[config.mk]
export PLATFORM = sky130hd
export DESIGN_NAME = ffs_tap_line
export DESIGN_NICKNAME = d
export VERILOG_FILES = /design/src/rtl/ffs_pkg.sv /design/src/rtl/ffs_tap_line.sv
export SDC_FILE = /design/constraint.sdc
export NUM_CORES = 1
export LEC_CHECK = 0
export ABC_AREA = 1
export BUFFER_PORTS_ARGS = -buffer_cell sky130_fd_sc_hd__buf_2
export CAP_MARGIN = 40
export CORE_UTILIZATION = 46
export CTS_CLUSTER_SIZE = 28
export DETAILED_ROUTE_END_ITERATION = 10
export PLACE_DENSITY = 0.77
export REMOVE_ABC_BUFFERS = 1
export SETUP_SLACK_MARGIN = 0.4
export SYNTH_ARGS = -nofsm -noshare
export SYNTH_HDL_FRONTEND = slang
export SYNTH_SLANG_ARGS = --single-unit
[constraint.sdc]
create_clock -name clk -period 0.8 [get_ports clk]
set_clock_uncertainty 0.1 [all_clocks]
set_input_delay 0.04 -clock clk [delete_from_list [all_inputs] [get_ports clk]]
set_output_delay 0.04 -clock clk [all_outputs]
set_load 0.05 [all_outputs]
[src/rtl/ffs_pkg.sv]
package ffs_pkg;

    localparam int COEF_BITS       = 16;
    localparam int COEF_FRAC       = 14;
    localparam int COEF_REGS       = 8;
    localparam int CFG_INDEX_BITS  = 4;
    localparam int ACC_GUARD       = 3;
    localparam int DEF_TAPS        = 8;
    localparam int DEF_SAMPLE_BITS = 16;

    typedef struct packed {
        logic shift;
        logic advance;
    } pipe_ctrl_t;

endpackage

[src/rtl/ffs_tap_line.sv]
module ffs_tap_line #(
    parameter int TAPS        = ffs_pkg::DEF_TAPS,
    parameter int SAMPLE_BITS = ffs_pkg::DEF_SAMPLE_BITS
)
(
    input  logic                          clk,
    input  logic                          rst_n,
    input  ffs_pkg::pipe_ctrl_t           ctrl,
    input  logic signed [SAMPLE_BITS-1:0] sample_in,
    output logic signed [SAMPLE_BITS-1:0] win [TAPS]
);
    import ffs_pkg::*;

    logic signed [SAMPLE_BITS-1:0] win_reg [TAPS];

    // entry 0 is the newest sample, entry k is k samples older
    always_ff @(posedge clk or negedge rst_n)
    begin
        if (!rst_n)
        begin
            for (int i = 0; i < TAPS; i++)
            begin
                win_reg[i] <= '0;
            end
        end
        else if (ctrl.shift)
        begin
            for (int i = TAPS - 1; i > 0; i--)
            begin
                win_reg[i] <= win_reg[i-1];
            end
            win_reg[0] <= sample_in;
        end
    end

    assign win = win_reg;

endmodule

==> results of run 1 <==
-- cells in the mapped netlist --
cell	number
buf_4	1
buf_6	27
dfrtp_1	128
inv_2	1
nand2_1	384
-- layout make-up --
| class | count | share of cell area, % |
|---|---|---|
| Clock buffer | 25 | 5.051 |
| Tap cell | 136 | 1.775 |
| Sequential cell | 128 | 33.41 |
| Multi-Input combinational cell | 384 | 20.18 |
| Timing Repair Buffer | 340 | 38.68 |
| Clock inverter | 6 | 0.8353 |
| Inverter | 1 | 0.06526 |
-- routing by layer --
metal  global-route usage [%]  vias to the layer above  routed length (µm)
met4                    15.87                        0                1678
met5                        0                        -                   0
li1                         -                     2284                   -
met3                    5.875                      143                1299
met2                    53.45                      381               11470
met1                    31.34                     2709                7324
-- cell families (layout without fill, tap and decap cells) --
group	after synthesis	in the layout	share of synthesized area, %
flops	128	128	64.58
buf+inv	29	372	6.357
simple gates	384	384	29.06
-- cells in the final DEF (no fill, tap or decap) --
| cell | n |
|---|---|
| bufinv_16 | 2 |
| nand2_2 | 161 |
| buf_2 | 16 |
| inv_4 | 1 |
| nand2_1 | 211 |
| buf_4 | 24 |
| buf_12 | 8 |
| buf_6 | 292 |
| clkinv_2 | 4 |
| dfrtp_1 | 128 |
| clkbuf_16 | 16 |
| clkbuf_1 | 4 |
| nand2_4 | 12 |
| clkbuf_8 | 5 |
-- stage by stage --
stage / std cells / TNS (ns) / area (µm²)
after floorplan: 513 / -69.06 / 4648
after global placement: 810 / -1.096 / 5773
after detailed placement: 810 / -3.696 / 5773
after CTS: 947 / -59.98 / 8358
after global routing: 1020 / -82.10 / 9587
final: 1020 / -77.82 / 9587
-- worst paths after layout --
check / from / end / slack, ns / cells after the start
worst max register to register: win[22] / win[22] / -0.25 / 4
worst min-delay path: rst_n / win[41] / -0.76 / 1
min in group clk: sample_in[15] / win[127] / -0.40 / 3
max in group asynchronous: rst_n / win[116] / 0.90 / 2
worst max-delay path: win[36] / win[36] / -0.50 / 1
worst min register to register: win[114] / win[98] / 0.43 / 2
-- report_power, final --
group | internal (mW) | leakage, nW | switching (mW)
Sequential | 7.34 | 1.65 | 0.942
Clock | 4.73 | 0.282 | 2.93
Combinational | 4.39 | 3.26 | 5.83
-- what timing repair did --
action | 4_1_cts | 5_1_grt
endpoints found under the setup margin | 256 | 256
pin swaps | 28 | 61
endpoints found under the hold margin | 253 | 169
resized for setup | 381 | 223
buffers inserted | 106 | 73
==> flow_summary.yaml, run 1 <==
routing:
  vias_per_cell: 5.409
  dr.pass1.iters: 5
  drt-initial-drc-count: 403
  routed_wl_mm: 21.78
  postRouteAntennaNets: 0
  drc: 0
  drt-wirelength-per-cell_um: 21.35
  dr_total_vias: 5517
status:
  violations: "hold timing, setup timing"
  outcome: "finished, violations left"
placed_design:
  portBuffers: 146
  pre_cts_slack_ns: -0.06263
  dp.final_hpwl_mm: 7.276
  routabilityCongestion: 0.7710
power:
  peakVddDrop_uv: 2065
  p_leak_nw: 5.197
  power_density_nw_per_um2: 2729
  fin_total_pwr_mw: 26.16
setup_path:
  path_delay_family: "flip-flops"
  startpoint_type: "register"
  crit_buf_inv: 1
  path_cells: "buf_6"
  cp_slowest_cell: "dfrtp_1"
  crit_type: "register to output pin"
  worstSetupEndpointType: "output pin"
  cp.required_ns: 0.66
  slowest_delay_ns: 0.43
  path_max_fanout: 2
  arrival_ns: 1.16
yosys:
  synth_top_area_share_pct: 64.58
  synthCells: 541
  syn_area_per_cell_um2: 9.168
  ys_ff_latch: 128
  ys_seq_area_share_pct: 64.58
  syn-cell-area_um2: 4960
  ys_types: 5
  ys_top_cells_by_area: "dfrtp_1 (65%), nand2_1 (29%), buf_6 (6.1%), buf_4 (0.15%), inv_2 (0.076%)"
  yosys.area.top_type: "dfrtp_1"
  yosysWarnings: 0
flow_run:
  maxCapViolations: 0
die:
  core.rowCount: 37
  io_pins: 148
  die-area_um2: 11200
  start_util_pct: 47.83
  die_y_um: 105.8
  core_um2: 10370
  die-width_um: 105.8
sta:
  layout_min_cycle_time_ns: 1.297
  timing.final.crit_share_pct: 162.2
  tightest_slew_ns: 0.4203
  timing.final.ws_setup_ns: -0.4975
  holdWs_ns: -0.7591
  finalHoldViolations: 159
  rsz0062_at_grt: "true"
  finalSetupViolations: 255
  timing.slew.headroom_pct: 71.98
  final_max_slew_viol_count: 0
  fmax_mhz: 770.7
cts:
  ctsLongestPathBuffers: 2
  clk_latency_ns: 0.54
  cts_root_buf: "clkbuf_8"
  clkSlewWorstSetupHoldPaths_ns: 0.06
  clock_sinks: 128
  cts_tree: "yes"
  htreeDepth: 4
  cts-buffers-inserted: 17
global_route:
  grt_pass1_vias: 4970
  grt_start_max_net_pins: 51
  grt_overflow: 0
  grt_usage_pct: 29.18
  grt_pass1_wl_mm: 24.80
  antenna_found_initial: 0
finish:
  fin_util_pct: 92.45
  seqCellArea_um2: 3203
  n_antenna_cell: 0
  final_nets: 892
  layout-drive-gt1-share_pct: 61.20
  syn_to_final_growth_pct: 93.29
  n_fill_cell: 318
  multi_input_area_um2: 1934
  largest_reg_flops: 128
min_path:
  hold_class: "input pin to async pin"
(Power assumes the default switching activity.)
==> run 2: changes to the inputs <==
--- a/config.mk
+++ b/config.mk
@@ -16,2 +16,3 @@
 export SETUP_SLACK_MARGIN = 0.4
+export SLEW_MARGIN = 25
 export SYNTH_ARGS = -nofsm -noshare
--- a/constraint.sdc
+++ b/constraint.sdc
@@ -4,2 +4,2 @@
 set_output_delay 0.04 -clock clk [all_outputs]
-set_load 0.05 [all_outputs]
+set_load 0.01 [all_outputs]
==> flow_summary.yaml, run 2 (same netlist as run 1, synthesis figures left out) <==
routing:
  vias_per_cell: 5.146
  dr_total_vias: 5203
  dr.pass1.iters: 4
  drt-wirelength-per-cell_um: 17.89
  postRouteAntennaNets: 0
  drc: 0
  drt-initial-drc-count: 312
  routed_wl_mm: 18.09
setup_path:
  cp.depth: 1
  r2r_end: "win[115]"
  cp-startpoint: "win[115]"
  startpoint_type: "register"
  path_cells: "buf_2"
  path_delay_family: "flip-flops"
  arrival_ns: 1.13
  cp_slowest_cell: "dfrtp_1"
  cp.required_ns: 0.66
  path_max_fanout: 2
  worstSetupEndpointType: "output pin"
  reg2reg_from: "win[115]"
  rrSetupSlack_ns: -0.24
  r2r_cells: 4
  crit_type: "register to output pin"
  crit_end: "win[115]"
  crit_buf_inv: 1
  slowest_delay_ns: 0.43
finish:
  syn_to_final_growth_pct: 78.48
  layout_commonest_cell: "nand2_1"
  largest_reg_flops: 128
  n_fill_cell: 474
  seqCellArea_um2: 3203
  multi_input_area_um2: 1907
  design_area_um2: 8852
  layout-drive-gt1-share_pct: 60.23
  final_cell_mix: "nand2_1 (216), buf_6 (187), nand2_2 (159), dfrtp_1 (128), buf_2 (114)"
  n_antenna_cell: 0
  final_nets: 883
  fin_util_pct: 85.36
sta:
  timing.final.crit_share_pct: 158.6
  fmax_mhz: 788.3
  rsz0062_at_grt: "true"
  setup_tns_ns: -67.97
  tightest_slew_ns: 0.3921
  layout_min_cycle_time_ns: 1.269
  holdWs_ns: -0.7621
  finalSetupViolations: 253
  timing.final.ws_setup_ns: -0.4685
  finalHoldViolations: 196
  timing.slew.headroom_pct: 73.86
  final_max_slew_viol_count: 0
status:
  outcome: "finished, violations left"
  violations: "hold timing, setup timing"
cts:
  ctsLongestPathBuffers: 2
  cts-buffers-inserted: 17
  cts_tree: "yes"
  clk_latency_ns: 0.53
  cts_root_buf: "clkbuf_8"
  clock_sinks: 128
  htreeDepth: 4
  clkSlewWorstSetupHoldPaths_ns: 0.06
die:
  core.rowCount: 37
  start_util_pct: 47.83
  die-area_um2: 11200
  core_um2: 10370
  die-width_um: 105.8
  io_pins: 148
  die_y_um: 105.8
global_route:
  antenna_found_initial: 0
  grt_pass1_vias: 4489
  grt_overflow: 0
  grt_start_max_net_pins: 51
  grt_pass1_wl_mm: 21.78
  grt_usage_pct: 25.27
min_path:
  hold_class: "input pin to async pin"
placed_design:
  routabilityCongestion: 0.7710
  dp.final_hpwl_mm: 7.276
  dpl_cell_area_um2: 5773
  portBuffers: 146
flow_run:
  maxCapViolations: 0
power:
  p_leak_nw: 5.000
  fin_total_pwr_mw: 21.85
  power_density_nw_per_um2: 2468
  peakVddDrop_uv: 1544
## run 2: changes by cell type in the layout (fill, tap and decap cells not counted)
cell / previous run / this run
buf_2: 16 / 114
buf_4: 24 / 22
buf_6: 292 / 187
nand2_1: 211 / 216
nand2_2: 161 / 159
nand2_4: 12 / 9
## run 2: metrics by stage
step                worst slack, ns  cells
floorplan                   -0.5395    513
global placement           -0.03331    810
detailed placement         -0.06263    810
CTS                         -0.4162    946
global route                -0.4758   1011
finish                      -0.4685   1011
## run 2: worst min path at each step
stage,start,end,slack (ns),cells past startpoint
6_report,rst_n,win[2],-0.76,1
3_3_place_gp,rst_n,win[51],-0.21,1
5_1_grt,rst_n,win[67],-0.77,1
4_1_cts,rst_n,win[41],-0.76,1
3_5_place_dp,rst_n,win[58],-0.21,1
2_1_floorplan,rst_n,win[0],-0.36,0
## run 2: report_power, final
| part | switching [mW] | internal (mW) |
|---|---|---|
| clock | 2.77 | 4.73 |
| sequential | 0.727 | 7.34 |
| combinational | 2.84 | 3.44 |
| total | 6.34 | 15.5 |
## run 2: repair_timing
action,in CTS,in global routing
hold endpoints to repair,252,189
gates resized for setup,159,206
setup endpoints to repair,256,256
setup buffers,105,65
pin swaps,29,58
## run 2: area by class of cell
class                   instances  area share [%]
flip-flops and latches        128           36.18
repair buffers                331           33.91
multi-input cells             384           21.54
clock buffers                  25           5.470
well taps                     136           1.922
clock inverters                 6          0.9046
inverters                       1         0.07067
## run 2: per-layer routing
layer  track usage (%)  share of wire, %
met3             4.638               4.6
met1             29.81                36
met4             12.30               5.7
met2             44.30                53
met5                 0                 0
==> run 3: changes to the inputs <==
Settings changed: PLACE_DENSITY 0.77 to unset, PLACE_DENSITY_LB_ADDON set to 0.1, SETUP_SLACK_MARGIN 0.4 to unset.
==> flow_summary.yaml, run 3 (same netlist as run 1, synthesis figures left out) <==
finish:
  layout_commonest_cell: "nand2_1"
  n_fill_cell: 676
  syn_to_final_growth_pct: 68.57
  layout-drive-gt1-share_pct: 51.25
  seqCellArea_um2: 3203
  final_cell_mix: "nand2_1 (264), buf_6 (132), dfrtp_1 (128), buf_2 (120), nand2_2 (115)"
  largest_reg_flops: 128
  design_area_um2: 8361
  stdcell_count: 977
  final_nets: 848
  multi_input_area_um2: 1767
  n_antenna_cell: 0
power:
  p_leak_nw: 4.725
  switching_power_mw: 5.812
  p_int_mw: 15.68
  combPwrFrac_pct: 23.8
  seqPwrFrac_pct: 37.2
  power_density_nw_per_um2: 2571
  fin_total_pwr_mw: 21.50
  p_sw_share_pct: 27.04
  p_clk_share_pct: 39.0
  peakVddDrop_uv: 1348
status:
  outcome: "finished, violations left"
  violations: "hold timing, setup timing"
sta:
  rsz0062_at_grt: "true"
  layout_min_cycle_time_ns: 1.231
  holdWs_ns: -0.1396
  finalHoldViolations: 119
  fmax_mhz: 812.0
  timing.slew.headroom_pct: 76.45
  setup_tns_ns: -55.96
  final_max_slew_viol_count: 0
  tightest_slew_ns: 0.3532
  timing.final.ws_setup_ns: -0.4315
  timing.final.crit_share_pct: 153.9
  finalSetupViolations: 245
setup_path:
  cp_slowest_cell: "dfrtp_1"
  path_cells: "buf_2"
  crit_buf_inv: 1
  arrival_ns: 1.09
  slowest_delay_ns: 0.42
  path_max_fanout: 2
  path_delay_family: "flip-flops"
  worstSetupEndpointType: "output pin"
  crit_type: "register to output pin"
  startpoint_type: "register"
  cp.required_ns: 0.66
cts:
  htreeDepth: 4
  clock_sinks: 128
  cts_tree: "yes"
  clk_latency_ns: 0.52
  clkSlewWorstSetupHoldPaths_ns: 0.06
  cts_root_buf: "clkbuf_8"
  cts-buffers-inserted: 17
  ctsLongestPathBuffers: 2
global_route:
  grt_start_max_net_pins: 67
  grt_overflow: 0
  grt_pass1_wl_mm: 19.78
  grt_usage_pct: 22.82
  antenna_found_initial: 0
  grt_pass1_vias: 4199
routing:
  postRouteAntennaNets: 0
  drt-wirelength-per-cell_um: 13.94
  dr.pass1.iters: 4
  routed_wl_mm: 13.62
  drc: 0
  vias_per_cell: 4.619
  drt-initial-drc-count: 226
  dr_total_vias: 4513
flow_run:
  maxCapViolations: 0
die:
  die-area_um2: 11200
  core.rowCount: 37
  core_um2: 10370
  io_pins: 148
  start_util_pct: 47.83
  die_y_um: 105.8
  die-width_um: 105.8
placed_design:
  routabilityCongestion: 0.7307
  portBuffers: 146
  dp.cells: 810
  dpl_cell_area_um2: 5773
  dp.final_hpwl_mm: 6.712
min_path:
  hold_class: "input pin to async pin"
[run 3: cell count changes in the layout (fill, tap and decap cells not counted), moves of 4 or more]
cell	change
dlygate4sd3_1	+18
clkbuf_1	-4
nand2_1	+48
nand2_2	-44
buf_2	+6
buf_4	-4
buf_6	-55
clkinvlp_4	+5
nand2_4	-4
[run 3: what timing repair did]
| action | CTS | global route |
|---|---|---|
| hold buffers | 19 | 1 |
| buffers inserted | 96 | 42 |
| setup endpoints to repair | 128 | 256 |
| hold endpoints to repair | 256 | 110 |
| pin swaps | 8 | 63 |
| gates resized for setup | 43 | 216 |
[run 3: layout make-up]
cell class / instances / area share (%)
Clock inverter: 13 / 2.514
Clock buffer: 19 / 5.283
Inverter: 1 / 0.07483
Multi-Input combinational cell: 384 / 21.13
Tap cell: 136 / 2.035
Sequential cell: 128 / 38.31
Timing Repair Buffer: 296 / 30.65
[run 3: worst reg2reg max path: cells and delay by family (launching register included)]
kind | cells | cell delay [ns]
flip-flops | 1 | 0.41
buffers and inverters | 2 | 0.24
AND/OR/NAND/NOR | 2 | 0.11
[run 3: power by group through the flow]
stage	Clock (mW)	Combinational, mW	Sequential [mW]
2_1_floorplan	0	0.759	8.44
3_3_place_gp	0	2.62	8.02
3_5_place_dp	0	2.66	8.07
4_1_cts	8.44	4.06	7.86
5_1_grt	8.75	5.54	8.09
6_report	8.38	5.11	8.00
[run 3: worst paths after layout]
path / startpoint / slack [ns] / endpoint / depth (start not counted)
setup / recovery: win[47] / -0.43 / win[47] / 1
hold / removal: rst_n / -0.14 / win[82] / 2
setup reg to reg: win[83] / -0.16 / win[83] / 4
hold reg to reg: win[8] / 0.38 / win[8] / 2
max in group asynchronous: rst_n / 0.31 / win[44] / 3
min in group clk: ctrl[1] / -0.12 / win[75] / 4
[run 3: stage by stage]
| stage | worst slack, ns | utilization [%] |
|---|---|---|
| after floorplan | -0.5395 | - |
| after global placement | -0.03170 | 55.67 |
| after detailed placement | -0.05703 | 55.67 |
| after CTS | -0.4374 | 72.55 |
| after global routing | -0.4575 | 80.62 |
| final | -0.4315 | 80.62 |
[run 3: layer usage]
| layer | track usage [%] | wire [µm] | vias up |
|---|---|---|---|
| li1 | - | - | 2210 |
| met1 | 29.27 | 5733 | 2149 |
| met2 | 37.58 | 7084 | 131 |
| met3 | 5.504 | 582 | 23 |
| met4 | 8.532 | 222 | 0 |
| met5 | 0 | 0 | - |
