`src/rtl/ffs_pkg.sv`:
```
package ffs_pkg;

    localparam int COEF_BITS       = 16;
    localparam int COEF_FRAC       = 14;
    localparam int COEF_REGS       = 8;
    localparam int CFG_INDEX_BITS  = 4;
    localparam int ACC_GUARD       = 3;
    localparam int DEF_TAPS        = 8;
    localparam int DEF_SAMPLE_BITS = 16;

    typedef struct packed {
        logic shift;
        logic advance;
    } pipe_ctrl_t;

endpackage

```
`src/rtl/ffs_coef_bank.sv`:
```
module ffs_coef_bank
(
    input  logic                                     clk,
    input  logic                                     rst_n,
    input  logic                                     wr_en,
    input  logic [ffs_pkg::CFG_INDEX_BITS-1:0]       wr_index,
    input  logic [ffs_pkg::COEF_BITS-1:0]            wr_data,
    output logic signed [ffs_pkg::COEF_BITS-1:0]     coef [ffs_pkg::COEF_REGS]
);
    import ffs_pkg::*;

    logic signed [COEF_BITS-1:0] coef_reg [COEF_REGS];

    // writes beyond the last coefficient fall through without effect
    always_ff @(posedge clk or negedge rst_n)
    begin
        if (!rst_n)
        begin
            for (int i = 0; i < COEF_REGS; i++)
            begin
                coef_reg[i] <= '0;
            end
        end
        else if (wr_en)
        begin
            for (int i = 0; i < COEF_REGS; i++)
            begin
                if (wr_index == CFG_INDEX_BITS'(i))
                begin
                    coef_reg[i] <= wr_data;
                end
            end
        end
    end

    assign coef = coef_reg;

endmodule

```
`config.mk`:
```
export PLATFORM = sky130hd
export DESIGN_NAME = ffs_coef_bank
export DESIGN_NICKNAME = d
export VERILOG_FILES = /design/src/rtl/ffs_pkg.sv /design/src/rtl/ffs_coef_bank.sv
export SDC_FILE = /design/constraint.sdc
export NUM_CORES = 1
export LEC_CHECK = 0
export BUFFER_PORTS_ARGS = -buffer_cell sky130_fd_sc_hd__clkbuf_2
export CAP_MARGIN = 20
export CELL_PAD_IN_SITES_DETAIL_PLACEMENT = 0
export CELL_PAD_IN_SITES_GLOBAL_PLACEMENT = 1
export CORE_MARGIN = 1
export CORE_UTILIZATION = 37
export CTS_CLUSTER_SIZE = 14
export DETAILED_ROUTE_END_ITERATION = 12
export GPL_TIMING_DRIVEN = 1
export PLACE_DENSITY_LB_ADDON = 0.1
export SLEW_MARGIN = 10
export SYNTH_ARGS = -nofsm -noshare
export SYNTH_HDL_FRONTEND = slang
export SYNTH_SLANG_ARGS = --single-unit
```
`constraint.sdc`:
```
create_clock -name clk -period 0.8 [get_ports clk]
set_clock_uncertainty 0.05 [all_clocks]
set_input_delay 0.08 -clock clk [delete_from_list [all_inputs] [get_ports clk]]
set_output_delay 0.08 -clock clk [all_outputs]
set_load 0.02 [all_outputs]
```
==> results of run 1 <==
[worst max-delay path by stage]
stage | cells after the start | start | slack, ps | endpoint
2_1_floorplan | 5 | wr_index[3] | -550 | coef[69]$_DFFE_PN0P_
5_1_grt | 2 | coef[4]$_DFFE_PN0P_ | -430 | coef[4]
6_report | 2 | coef[40]$_DFFE_PN0P_ | -390 | coef[40]
3_5_place_dp | 5 | wr_index[3] | -580 | coef[31]$_DFFE_PN0P_
4_1_cts | 2 | coef[27]$_DFFE_PN0P_ | -420 | coef[27]
3_3_place_gp | 5 | wr_index[3] | -570 | coef[31]$_DFFE_PN0P_
[cell type report]
type	instances	area, um^2
repair buffers	256	2948
clock buffers	26	519.2
multi-input cells	141	1934
clock inverters	5	75.07
flip-flops and latches	128	3203
fillers	841	3879
well taps	172	215.2
[where the power goes]
part / total [mW] / internal, mW / switching (mW) / leakage (nW)
registers: 9.22 / 8.01 / 1.21 / 1.57
logic: 9.94 / 6.20 / 3.74 / 2.50
clock network: 7.66 / 5.05 / 2.61 / 0.296
total: 26.8 / 19.3 / 7.57 / 4.37
[cells in the mapped netlist]
master                     number  area share [%]
sky130_fd_sc_hd__mux2_2       125              29
sky130_fd_sc_hd__nor3b_4        3             1.2
sky130_fd_sc_hd__nor2_2         1            0.13
sky130_fd_sc_hd__nand2_1        1           0.077
sky130_fd_sc_hd__buf_2          3            0.31
sky130_fd_sc_hd__clkbuf_2       1            0.10
sky130_fd_sc_hd__buf_12         1            0.41
sky130_fd_sc_hd__nand3b_4       3             1.2
sky130_fd_sc_hd__and3_2         1            0.15
sky130_fd_sc_hd__buf_4          5            0.77
sky130_fd_sc_hd__nor2_1         1           0.077
sky130_fd_sc_hd__buf_6          2            0.46
sky130_fd_sc_hd__dfrtp_1      128              65
sky130_fd_sc_hd__nand2b_1       1            0.13
sky130_fd_sc_hd__mux2_1         3            0.69
sky130_fd_sc_hd__nand2_2        1            0.13
[through the flow]
| step | util, % | power [mW] | hold WS [ps] | worst slack (ps) | TNS, ps |
|---|---|---|---|---|---|
| floorplan | - | 12.43 | -265.6 | -553.8 | -47510 |
| CTS | 63.55 | 24.96 | -44.97 | -420.7 | -55440 |
| global placement | 50.29 | 15.05 | -87.11 | -567.5 | -64470 |
| detailed placement | 50.29 | 15.14 | -82.30 | -582.0 | -66600 |
| global route | 69.63 | 27.99 | -25.71 | -427.6 | -59690 |
| finish | 69.63 | 26.82 | -30.50 | -389.7 | -52340 |
[routing by layer]
| metal | share of wire [%] | vias to the layer above |
|---|---|---|
| met5 | 0 | - |
| met4 | 1.2 | 0 |
| met3 | 4.4 | 14 |
| met2 | 51 | 91 |
| met1 | 44 | 1769 |
| li1 | - | 1522 |
[cell families (layout without fill, tap and decap cells)]
group	after synthesis	count (layout)
multiplexers	128	128
flip-flops	128	128
AND/OR/NAND/NOR	12	13
buffers and inverters	12	287
[what timing repair did]
action,4_1_cts,5_1_grt
buffers inserted,38,31
resized for setup,171,294
endpoints found under the hold margin,232,29
pin swaps,5,2
setup endpoints to repair,256,256
gates cloned,5,0
[critical path: stages (launching register included)]
cell	delay, ps
sky130_fd_sc_hd__dfrtp_1	400
sky130_fd_sc_hd__buf_6	130
sky130_fd_sc_hd__buf_8	120
==> reports/qor.tcl, run 1 <==
set qor(status) {finished with violations}
set qor(failed_checks) {hold timing, setup timing}
set qor(timing.hold.worst_path_depth) 2
set qor(r2r.worst_path.cells) 2
set qor(place_inst) 633
set qor(drt_pre_antenna_iters) 4
set qor(grt_setup_unrepaired) {yes}
set qor(fraction_of_final_layout_cells_with_drive_strength_greater_than_1_pct) 76.08
set qor(drtIter0Drc) 92
set qor(setup.worst_path.end_class) {output pin}
set qor(ys_warn_count) 0
set qor(path_max_fanout) 2
set qor(rows) 41
set qor(fp.coreArea_um2) 12770
set qor(cellPowerDensity_nw_per_um2) 3015
set qor(r2r_end) {coef[39]$_DFFE_PN0P_}
set qor(min_period_over_period_pct) 148.7
set qor(tritoncts) {yes}
set qor(nets) 567
set qor(worst_ir_drop_vdd_mv) 1.883
set qor(hold-worst-slack_ps) -30.50
set qor(grt.total_usage_pct) 20.84
set qor(worst_reg2reg_path_startpoint) {coef[39]$_DFFE_PN0P_}
set qor(yosys.area_share.adder_pct) 0
set qor(leakagePower_nw) 4.366
set qor(die-area_um2) 13690
set qor(fin_crit_ps) 1190
set qor(global_route_met2_usage_pct) 32.94
set qor(grt_util_met3_pct) 5.819
set qor(ys_types) 16
set qor(maximum_number_of_pins_on_one_net_before_global_route_repair) 38
set qor(wire_length_after_detailed_routing_um) 13690
set qor(dpl.hpwl_um) 8485
set qor(synth.mux.area_fraction_pct) 29.45
set qor(reg2reg_setup_slack_ps) -200
set qor(holdPathEnd) {coef[10]$_DFFE_PN0P_}
set qor(tritoncts.num_buffers) 17
set qor(drc) 0
set qor(grt_antenna_before_repair) 0
set qor(syn2layout_area_growth_pct) 81.72
set qor(tightest_slew_ps) 275.2
set qor(globalRoute.totalOverflow) 0
set qor(main_combinational_cell_family_by_area_after_synthesis) {multiplexers}
set qor(post_synth_xor_area_fraction_pct) 0
set qor(critPathLaunchType) {register}
set qor(ant_nets) 0
set qor(die_y_um) 117.0
set qor(grt_pass1_wl_um) 20130
set qor(cts.path.max_buffers) 2
set qor(max_freq_mhz) 840.5
set qor(gr-max-usage-layer) {met2}
set qor(synth-compound-area-share_pct) 0
set qor(synthSimpleGateAreaFrac_pct) 3.067
set qor(net_count_after_synthesis) 303
set qor(maxCapViolations) 0
set qor(num_vias) 3396
set qor(largest_register_ff_count) 128
set qor(gpl.final_weighted_congestion) 0.6670
set qor(stdcell_area_um2) 8895
set qor(clock_insertion_delay_worst_skew_ps) 410
set qor(post-route-worst-setup-slack_ps) -389.7
set qor(first_global_vias) 3434
set qor(antennaDiodeCount) 0
set qor(die_w_um) 117.0
set qor(critical_path_required_ps) 670
set qor(clock_tree.htree_level_count) 4
set qor(worstPathArrival_ps) 1060
set qor(worst_slew_margin_rel_pct) 81.60
set qor(clk_pin_slew_ps) 50
set qor(clock_tree.root_cell) {sky130_fd_sc_hd__clkbuf_16}
set qor(clkSinkCount) 128
set qor(routedWlPerCell_um) 18.80
set qor(pin_count) 151
set qor(holdCritPathClass) {input port to register}
set qor(finish.cell_count_without_fillers) 728
set qor(gate_count_post_synth) 280
set qor(worst_hold_startpoint) {wr_data[10]}
set qor(synth.cell_area_um2) 4895
set qor(synth_seq_area_share_pct) 65.44
set qor(start_util_pct) 38.32
set qor(drt-vias-per-instance) 4.665
set qor(number_of_buffer_cells_added_on_primary_ports) 150
set qor(hold_buffers) 2
set qor(worstSetupPathType) {register to output pin}
set qor(final_max_slew_viol_count) 0
set qor(met1_track_demand_over_resource_pct) 27.31
set qor(syn-mean-instance-area_um2) 17.48
set qor(dpl_cell_area_um2) 6424
set qor(timing_hold_violations_final) 50
set qor(mostFrequentLayoutCell) {sky130_fd_sc_hd__buf_6}
set qor(register_bit_total_from_synthesis) 128
set qor(commonest_cells_after_routing_fill_and_taps_aside) {134 x sky130_fd_sc_hd__buf_6, 128 x sky130_fd_sc_hd__dfrtp_1, 77 x sky130_fd_sc_hd__mux2_4}
set qor(setup-violations-final) 256
Note: power is estimated with default switching activity, not from simulation.
==> run 2: changes to the inputs <==
--- a/config.mk
+++ b/config.mk
@@ -7,7 +7,7 @@
 export LEC_CHECK = 0
 export BUFFER_PORTS_ARGS = -buffer_cell sky130_fd_sc_hd__clkbuf_2
 export CAP_MARGIN = 20
-export CELL_PAD_IN_SITES_DETAIL_PLACEMENT = 0
+export CELL_PAD_IN_SITES_DETAIL_PLACEMENT = 1
 export CELL_PAD_IN_SITES_GLOBAL_PLACEMENT = 1
 export CORE_MARGIN = 1
 export CORE_UTILIZATION = 37
==> reports/qor.tcl, run 2 (same netlist as run 1, synthesis figures left out) <==
set qor(pin_count) 151 ;# unchanged
set qor(setup.worst_path.end_class) {output pin}
set qor(antennaDiodeCount) 0 ;# unchanged
set qor(path_max_fanout) 2 ;# unchanged
set qor(drtIter0Drc) 169 ;# +84%
set qor(clkSinkCount) 128 ;# unchanged
set qor(setup-violations-final) 256 ;# unchanged
set qor(endpoint) {coef[23]}
set qor(maximum_number_of_pins_on_one_net_before_global_route_repair) 38 ;# unchanged
set qor(reg2reg_setup_slack_ps) -300 ;# -100 ps
set qor(leakagePower_nw) 4.448 ;# +1.9%
set qor(post-route-worst-setup-slack_ps) -416.5 ;# -26.78 ps
set qor(cellPowerDensity_nw_per_um2) 3143 ;# +4.2%
set qor(failed_checks) {hold timing, setup timing}
set qor(fp.coreArea_um2) 12770 ;# unchanged
set qor(num_vias) 3607 ;# +6.2%
set qor(clock_tree.htree_level_count) 4 ;# unchanged
set qor(fraction_of_final_layout_cells_with_drive_strength_greater_than_1_pct) 77.11 ;# +1.0 points
set qor(holdCritPathClass) {input port to register}
set qor(drt_pre_antenna_iters) 4 ;# unchanged
set qor(internal_power_mw) 19.77 ;# +2.7%
set qor(worstPathCellList) {buf_6, buf_8}
set qor(r2r_end) {coef[2]$_DFFE_PN0P_}
set qor(clock_tree.root_cell) {sky130_fd_sc_hd__clkbuf_16}
set qor(maxCapViolations) 0 ;# unchanged
set qor(slowest_delay_ps) 410 ;# about the same
set qor(grt_pass1_wl_um) 23890 ;# +19%
set qor(die_w_um) 117.0 ;# unchanged
set qor(drt-vias-per-instance) 4.874 ;# +4.5%
set qor(status) {finished with violations}
set qor(worstPathArrival_ps) 1090 ;# +30 ps
set qor(worstSetupPathType) {register to output pin}
set qor(tritoncts) {yes}
set qor(worst_slew_margin_rel_pct) 77.86 ;# -3.7 points
set qor(timing_hold_violations_final) 32 ;# -36%
set qor(fin_crit_ps) 1217 ;# +26.78 ps
set qor(routedWlPerCell_um) 26.69 ;# +42%
set qor(drc) 0 ;# unchanged
set qor(clk_pin_slew_ps) 60 ;# about the same
set qor(globalRoute.totalOverflow) 0 ;# unchanged
set qor(largest_register_ff_count) 128 ;# unchanged
set qor(hold_buffers) 1 ;# -1
set qor(die_y_um) 117.0 ;# unchanged
set qor(r2r.worst_path.cells) 3 ;# +1
set qor(tritoncts.num_buffers) 17 ;# unchanged
set qor(ant_nets) 0 ;# unchanged
set qor(gpl.final_weighted_congestion) 0.6670 ;# unchanged
set qor(comb_power_share_pct) 37.5 ;# +0.4 points
set qor(power.switching_fraction_pct) 30.56 ;# +2.4 points
set qor(wire_length_after_detailed_routing_um) 19750 ;# +44%
set qor(commonest_cells_after_routing_fill_and_taps_aside) {135 x sky130_fd_sc_hd__buf_6, 128 x sky130_fd_sc_hd__dfrtp_1, 78 x sky130_fd_sc_hd__mux2_4}
set qor(critical_path_required_ps) 670 ;# about the same
set qor(min_period_over_period_pct) 152.1 ;# +3.3 points
set qor(final_max_slew_viol_count) 0 ;# unchanged
set qor(tightest_slew_ps) 331.8 ;# +56.64 ps
set qor(report.power.total_mw) 28.47 ;# +6.2%
set qor(dpl.hpwl_um) 9055 ;# +6.7%
set qor(grt_setup_unrepaired) {yes}
set qor(grt_antenna_before_repair) 0 ;# unchanged
set qor(number_of_buffer_cells_added_on_primary_ports) 150 ;# unchanged
set qor(clock_network_fraction_of_design_power_pct) 29.3 ;# +0.7 points
set qor(critPathSlowestCell) {sky130_fd_sc_hd__dfrtp_1}
set qor(worst_ir_drop_vdd_mv) 1.958 ;# +4.0%
set qor(nets) 579 ;# +2.1%
set qor(mostFrequentLayoutCell) {sky130_fd_sc_hd__buf_6}
set qor(pwr-share-seq_pct) 33.2 ;# -1.2 points
set qor(clock_insertion_delay_worst_skew_ps) 420 ;# about the same
set qor(max_freq_mhz) 822.0 ;# -2.2%
set qor(startpoint) {coef[23]$_DFFE_PN0P_}
set qor(net-switching-power_mw) 8.701 ;# +15%
set qor(die-area_um2) 13690 ;# unchanged
set qor(grt.total_usage_pct) 25.24 ;# +4.4 points
set qor(fin_tns_setup_ps) -62660 ;# -10310 ps
set qor(rows) 41 ;# unchanged
set qor(place_inst) 633 ;# unchanged
set qor(start_util_pct) 38.32 ;# unchanged
set qor(first_global_vias) 3858 ;# +12%
set qor(hold-worst-slack_ps) -36.76 ;# -6.252 ps
set qor(syn2layout_area_growth_pct) 85.05
set qor(critPathLaunchType) {register}
set qor(finish.cell_count_without_fillers) 740 ;# +1.6%
set qor(cts.path.max_buffers) 2 ;# unchanged
set qor(worst_reg2reg_path_startpoint) {coef[2]$_DFFE_PN0P_}
-- run 2: cell types whose count changed in the layout (fill, tap and decap cells not counted), moves of 2 or more --
cell | previous run | this run
sky130_fd_sc_hd__buf_4 | 35 | 42
sky130_fd_sc_hd__bufinv_16 | 2 | 4
sky130_fd_sc_hd__clkbuf_1 | 3 | 1
sky130_fd_sc_hd__clkbuf_4 | 3 | 1
sky130_fd_sc_hd__clkinvlp_4 | 0 | 3
-- run 2: how the worst min path moves through the flow --
stage	startpoint	end	slack [ps]	cells after the start
finish	wr_data[10]	coef[74]$_DFFE_PN0P_	-40	2
detailed placement	rst_n	coef[87]$_DFFE_PN0P_	-80	1
floorplan	rst_n	coef[0]$_DFFE_PN0P_	-270	0
CTS	wr_data[10]	coef[42]$_DFFE_PN0P_	-40	2
global route	wr_data[10]	coef[10]$_DFFE_PN0P_	-10	2
global placement	rst_n	coef[103]$_DFFE_PN0P_	-90	1
-- run 2: power by group through the flow --
stage                     combinational [mW]  sequential [mW]  clock, mW
after detailed placement                6.25             8.97          0
final                                   10.7             9.44       8.34
after global routing                    11.1             9.56       8.67
after global placement                  6.15             8.90          0
after CTS                               8.50             8.97       8.26
after floorplan                         1.72             10.7          0
-- run 2: what timing repair did --
item,CTS,global route
gates resized for setup,186,290
gates cloned,5,0
pin swaps,5,3
setup buffers,45,45
setup endpoints to repair,256,255
endpoints found under the hold margin,208,17
-- run 2: layer usage --
layer	vias up	GRT usage, %	wire, um
met4	0	9.789	492
met1	1903	30.69	7623
met3	33	6.385	777
li1	1550	-	-
met5	-	0	0
met2	121	43.23	10860
-- run 2: layout make-up --
| class | count | area [um^2] |
|---|---|---|
| well taps | 172 | 215.2 |
| flip-flops and latches | 128 | 3203 |
| multi-input cells | 141 | 1938 |
| repair buffers | 268 | 3082 |
| fillers | 1080 | 3716 |
| clock inverters | 11 | 162.7 |
| clock buffers | 20 | 456.7 |
-- run 2: metrics by stage --
| stage | cell area [um^2] | utilization [%] | worst slack (ps) |
|---|---|---|---|
| global route | 9057 | 70.91 | -445.7 |
| finish | 9057 | 70.91 | -416.5 |
| detailed placement | 6424 | 50.29 | -596.2 |
| floorplan | 5129 | - | -553.8 |
| global placement | 6424 | 50.29 | -567.5 |
| CTS | 8259 | 64.66 | -425.9 |
-- run 2: critical path, delay by kind of cell, from the launching register on --
| family | cells | cell delay, ps |
|---|---|---|
| buffers and inverters | 2 | 260 |
| DFF | 1 | 410 |
==> run 3: changes to the inputs <==
--- a/config.mk
+++ b/config.mk
@@ -11,11 +11,11 @@
 export CELL_PAD_IN_SITES_GLOBAL_PLACEMENT = 1
 export CORE_MARGIN = 1
 export CORE_UTILIZATION = 37
+export CTS_CLUSTER_DIAMETER = 200
 export CTS_CLUSTER_SIZE = 14
 export DETAILED_ROUTE_END_ITERATION = 12
 export GPL_TIMING_DRIVEN = 1
-export PLACE_DENSITY_LB_ADDON = 0.1
-export SLEW_MARGIN = 10
+export PLACE_DENSITY = 0.87
 export SYNTH_ARGS = -nofsm -noshare
 export SYNTH_HDL_FRONTEND = slang
 export SYNTH_SLANG_ARGS = --single-unit
==> reports/qor.tcl, run 3 (same netlist as run 1, synthesis figures left out) <==
set qor(commonest_cells_after_routing_fill_and_taps_aside) {152 x sky130_fd_sc_hd__buf_6, 128 x sky130_fd_sc_hd__dfrtp_1, 94 x sky130_fd_sc_hd__mux2_4}
set qor(tritoncts.num_buffers) 17 ;# unchanged
set qor(worstSetupPathType) {register to output pin}
set qor(ant_nets) 0 ;# unchanged
set qor(globalRoute.totalOverflow) 0 ;# unchanged
set qor(worst_ir_drop_vdd_mv) 1.593 ;# -19%
set qor(worst_slew_margin_rel_pct) 80.09 ;# +2.2 points
set qor(die_w_um) 117.0 ;# unchanged
set qor(maximum_number_of_pins_on_one_net_before_global_route_repair) 47 ;# +24%
set qor(number_of_buffer_cells_added_on_primary_ports) 150 ;# unchanged
set qor(multiInputGateArea_um2) 1998 ;# +3.1%
set qor(syn2layout_area_growth_pct) 91.77
set qor(fp.coreArea_um2) 12770 ;# unchanged
set qor(setup-violations-final) 256 ;# unchanged
set qor(final_max_slew_viol_count) 0 ;# unchanged
set qor(grt_antenna_before_repair) 0 ;# unchanged
set qor(clk_pin_slew_ps) 60 ;# about the same
set qor(post-route-worst-setup-slack_ps) -440.7 ;# -24.22 ps
set qor(drt-vias-per-instance) 4.992 ;# +2.4%
set qor(critPathLaunchType) {register}
set qor(grt_pass1_wl_um) 26210 ;# +9.7%
set qor(routedWlPerCell_um) 28.15 ;# +5.5%
set qor(hold_buffers) 2 ;# +1
set qor(pin_count) 151 ;# unchanged
set qor(dpl.hpwl_um) 9726 ;# +7.4%
set qor(max_freq_mhz) 806.0 ;# -2.0%
set qor(drc) 0 ;# unchanged
set qor(nets) 598 ;# +3.3%
set qor(fillCellCount) 1032 ;# -4.4%
set qor(fin_crit_ps) 1241 ;# +24.22 ps
set qor(leakagePower_nw) 4.660 ;# +4.8%
set qor(tightest_slew_ps) 298.0 ;# -33.83 ps
set qor(tritoncts) {yes}
set qor(largest_register_ff_count) 128 ;# unchanged
set qor(min_period_over_period_pct) 155.1 ;# +3.0 points
set qor(status) {finished with violations}
set qor(mostFrequentLayoutCell) {sky130_fd_sc_hd__buf_6}
set qor(gpl.final_weighted_congestion) 0.7202 ;# +8.0%
set qor(critical_path_required_ps) 670 ;# about the same
set qor(first_global_vias) 4160 ;# +7.8%
set qor(num_vias) 3789 ;# +5.0%
set qor(start_util_pct) 38.32 ;# unchanged
set qor(clock_insertion_delay_worst_skew_ps) 410 ;# about the same
set qor(setup.worst_path.end_class) {output pin}
set qor(fraction_of_final_layout_cells_with_drive_strength_greater_than_1_pct) 77.34 ;# +0.23 points
set qor(holdCritPathClass) {input port to register}
set qor(dpl_cell_area_um2) 6506 ;# +1.3%
set qor(rows) 41 ;# unchanged
set qor(failed_checks) {hold timing, setup timing}
set qor(die-area_um2) 13690 ;# unchanged
set qor(timing_hold_violations_final) 2 ;# -94%
set qor(layout.core_utilization_pct) 73.48 ;# +2.6 points
set qor(drt_pre_antenna_iters) 4 ;# unchanged
set qor(grt.total_usage_pct) 27.45 ;# +2.2 points
set qor(clock_tree.root_cell) {sky130_fd_sc_hd__clkbuf_16}
set qor(footprint_of_the_flip_flops_and_latches_um2) 3203 ;# unchanged
set qor(clkSinkCount) 128 ;# unchanged
set qor(cts.path.max_buffers) 2 ;# unchanged
set qor(hold-worst-slack_ps) -4.068 ;# +32.69 ps
set qor(stdcell_area_um2) 9387 ;# +3.6%
set qor(drtIter0Drc) 181 ;# +7.1%
set qor(maxCapViolations) 0 ;# unchanged
set qor(wire_length_after_detailed_routing_um) 21370 ;# +8.2%
set qor(path_max_fanout) 2 ;# unchanged
set qor(grt_setup_unrepaired) {yes}
set qor(fin_tns_setup_ps) -63070 ;# -411.0 ps
set qor(antennaDiodeCount) 0 ;# unchanged
set qor(die_y_um) 117.0 ;# unchanged
set qor(clock_tree.htree_level_count) 4 ;# unchanged
set qor(worstPathArrival_ps) 1110 ;# +20 ps
set qor(cellPowerDensity_nw_per_um2) 3116 ;# -0.85%
==> run 3: cell types whose count changed in the layout (fill, tap and decap cells not counted), moves of 3 or more <==
cell and delta:
sky130_fd_sc_hd__clkinvlp_4 -3, sky130_fd_sc_hd__clkbuf_8 -6, sky130_fd_sc_hd__mux2_4 +16, sky130_fd_sc_hd__buf_6 +17
sky130_fd_sc_hd__mux2_2 -16, sky130_fd_sc_hd__buf_8 +17, sky130_fd_sc_hd__buf_4 -7
==> run 3: critical path: stages (launching register included) <==
cell and delay, ps:
sky130_fd_sc_hd__dfrtp_1 430, sky130_fd_sc_hd__buf_6 140, sky130_fd_sc_hd__buf_8 120
==> run 3: metrics by stage <==
step	cells	total power, mW	setup slack (ps)
final	759	29.25	-440.7
after global routing	759	30.17	-461.3
after CTS	726	25.96	-441.5
after detailed placement	644	15.48	-631.5
after global placement	644	15.11	-551.0
after floorplan	280	12.43	-553.8
==> run 3: worst paths after layout <==
kind | from | endpoint | slack, ps | depth (start not counted)
worst max-delay path | coef[39]$_DFFE_PN0P_ | coef[39] | -440 | 2
worst min-delay path | wr_data[7] | coef[7]$_DFFE_PN0P_ | -4 | 2
min in group asynchronous | rst_n | coef[102]$_DFFE_PN0P_ | 40 | 2
worst min register to register | coef[64]$_DFFE_PN0P_ | coef[64]$_DFFE_PN0P_ | 480 | 1
max in group asynchronous | rst_n | coef[63]$_DFFE_PN0P_ | 140 | 3
worst max register to register | coef[11]$_DFFE_PN0P_ | coef[11]$_DFFE_PN0P_ | -320 | 3
==> run 3: area by class of cell <==
cell class,instances,share of cell area [%]
sequential,128,34.12
tap,172,2.293
clock buffer,26,5.532
multi-input combinational,141,21.29
timing repair buffer,287,35.96
clock inverter,5,0.7998
==> run 3: where the power goes <==
part,switching (mW),internal [mW]
clock network,2.92,5.06
logic,4.63,7.10
registers,1.55,8.00
total,9.09,20.2
==> run 3: layer usage <==
metal | GRT usage, % | part of all wire, %
met5 | 0 | 0
met4 | 9.198 | 3.2
met2 | 47.81 | 51
met3 | 9.629 | 6.1
met1 | 31.51 | 39
==> run 3: what timing repair did <==
item | CTS | global route
setup endpoints to repair | 256 | 256
gates resized for setup | 210 | 316
endpoints found under the hold margin | 203 | 27
pin swaps | 3 | 4
cloned | 2 | 2
buffers inserted | 47 | 54
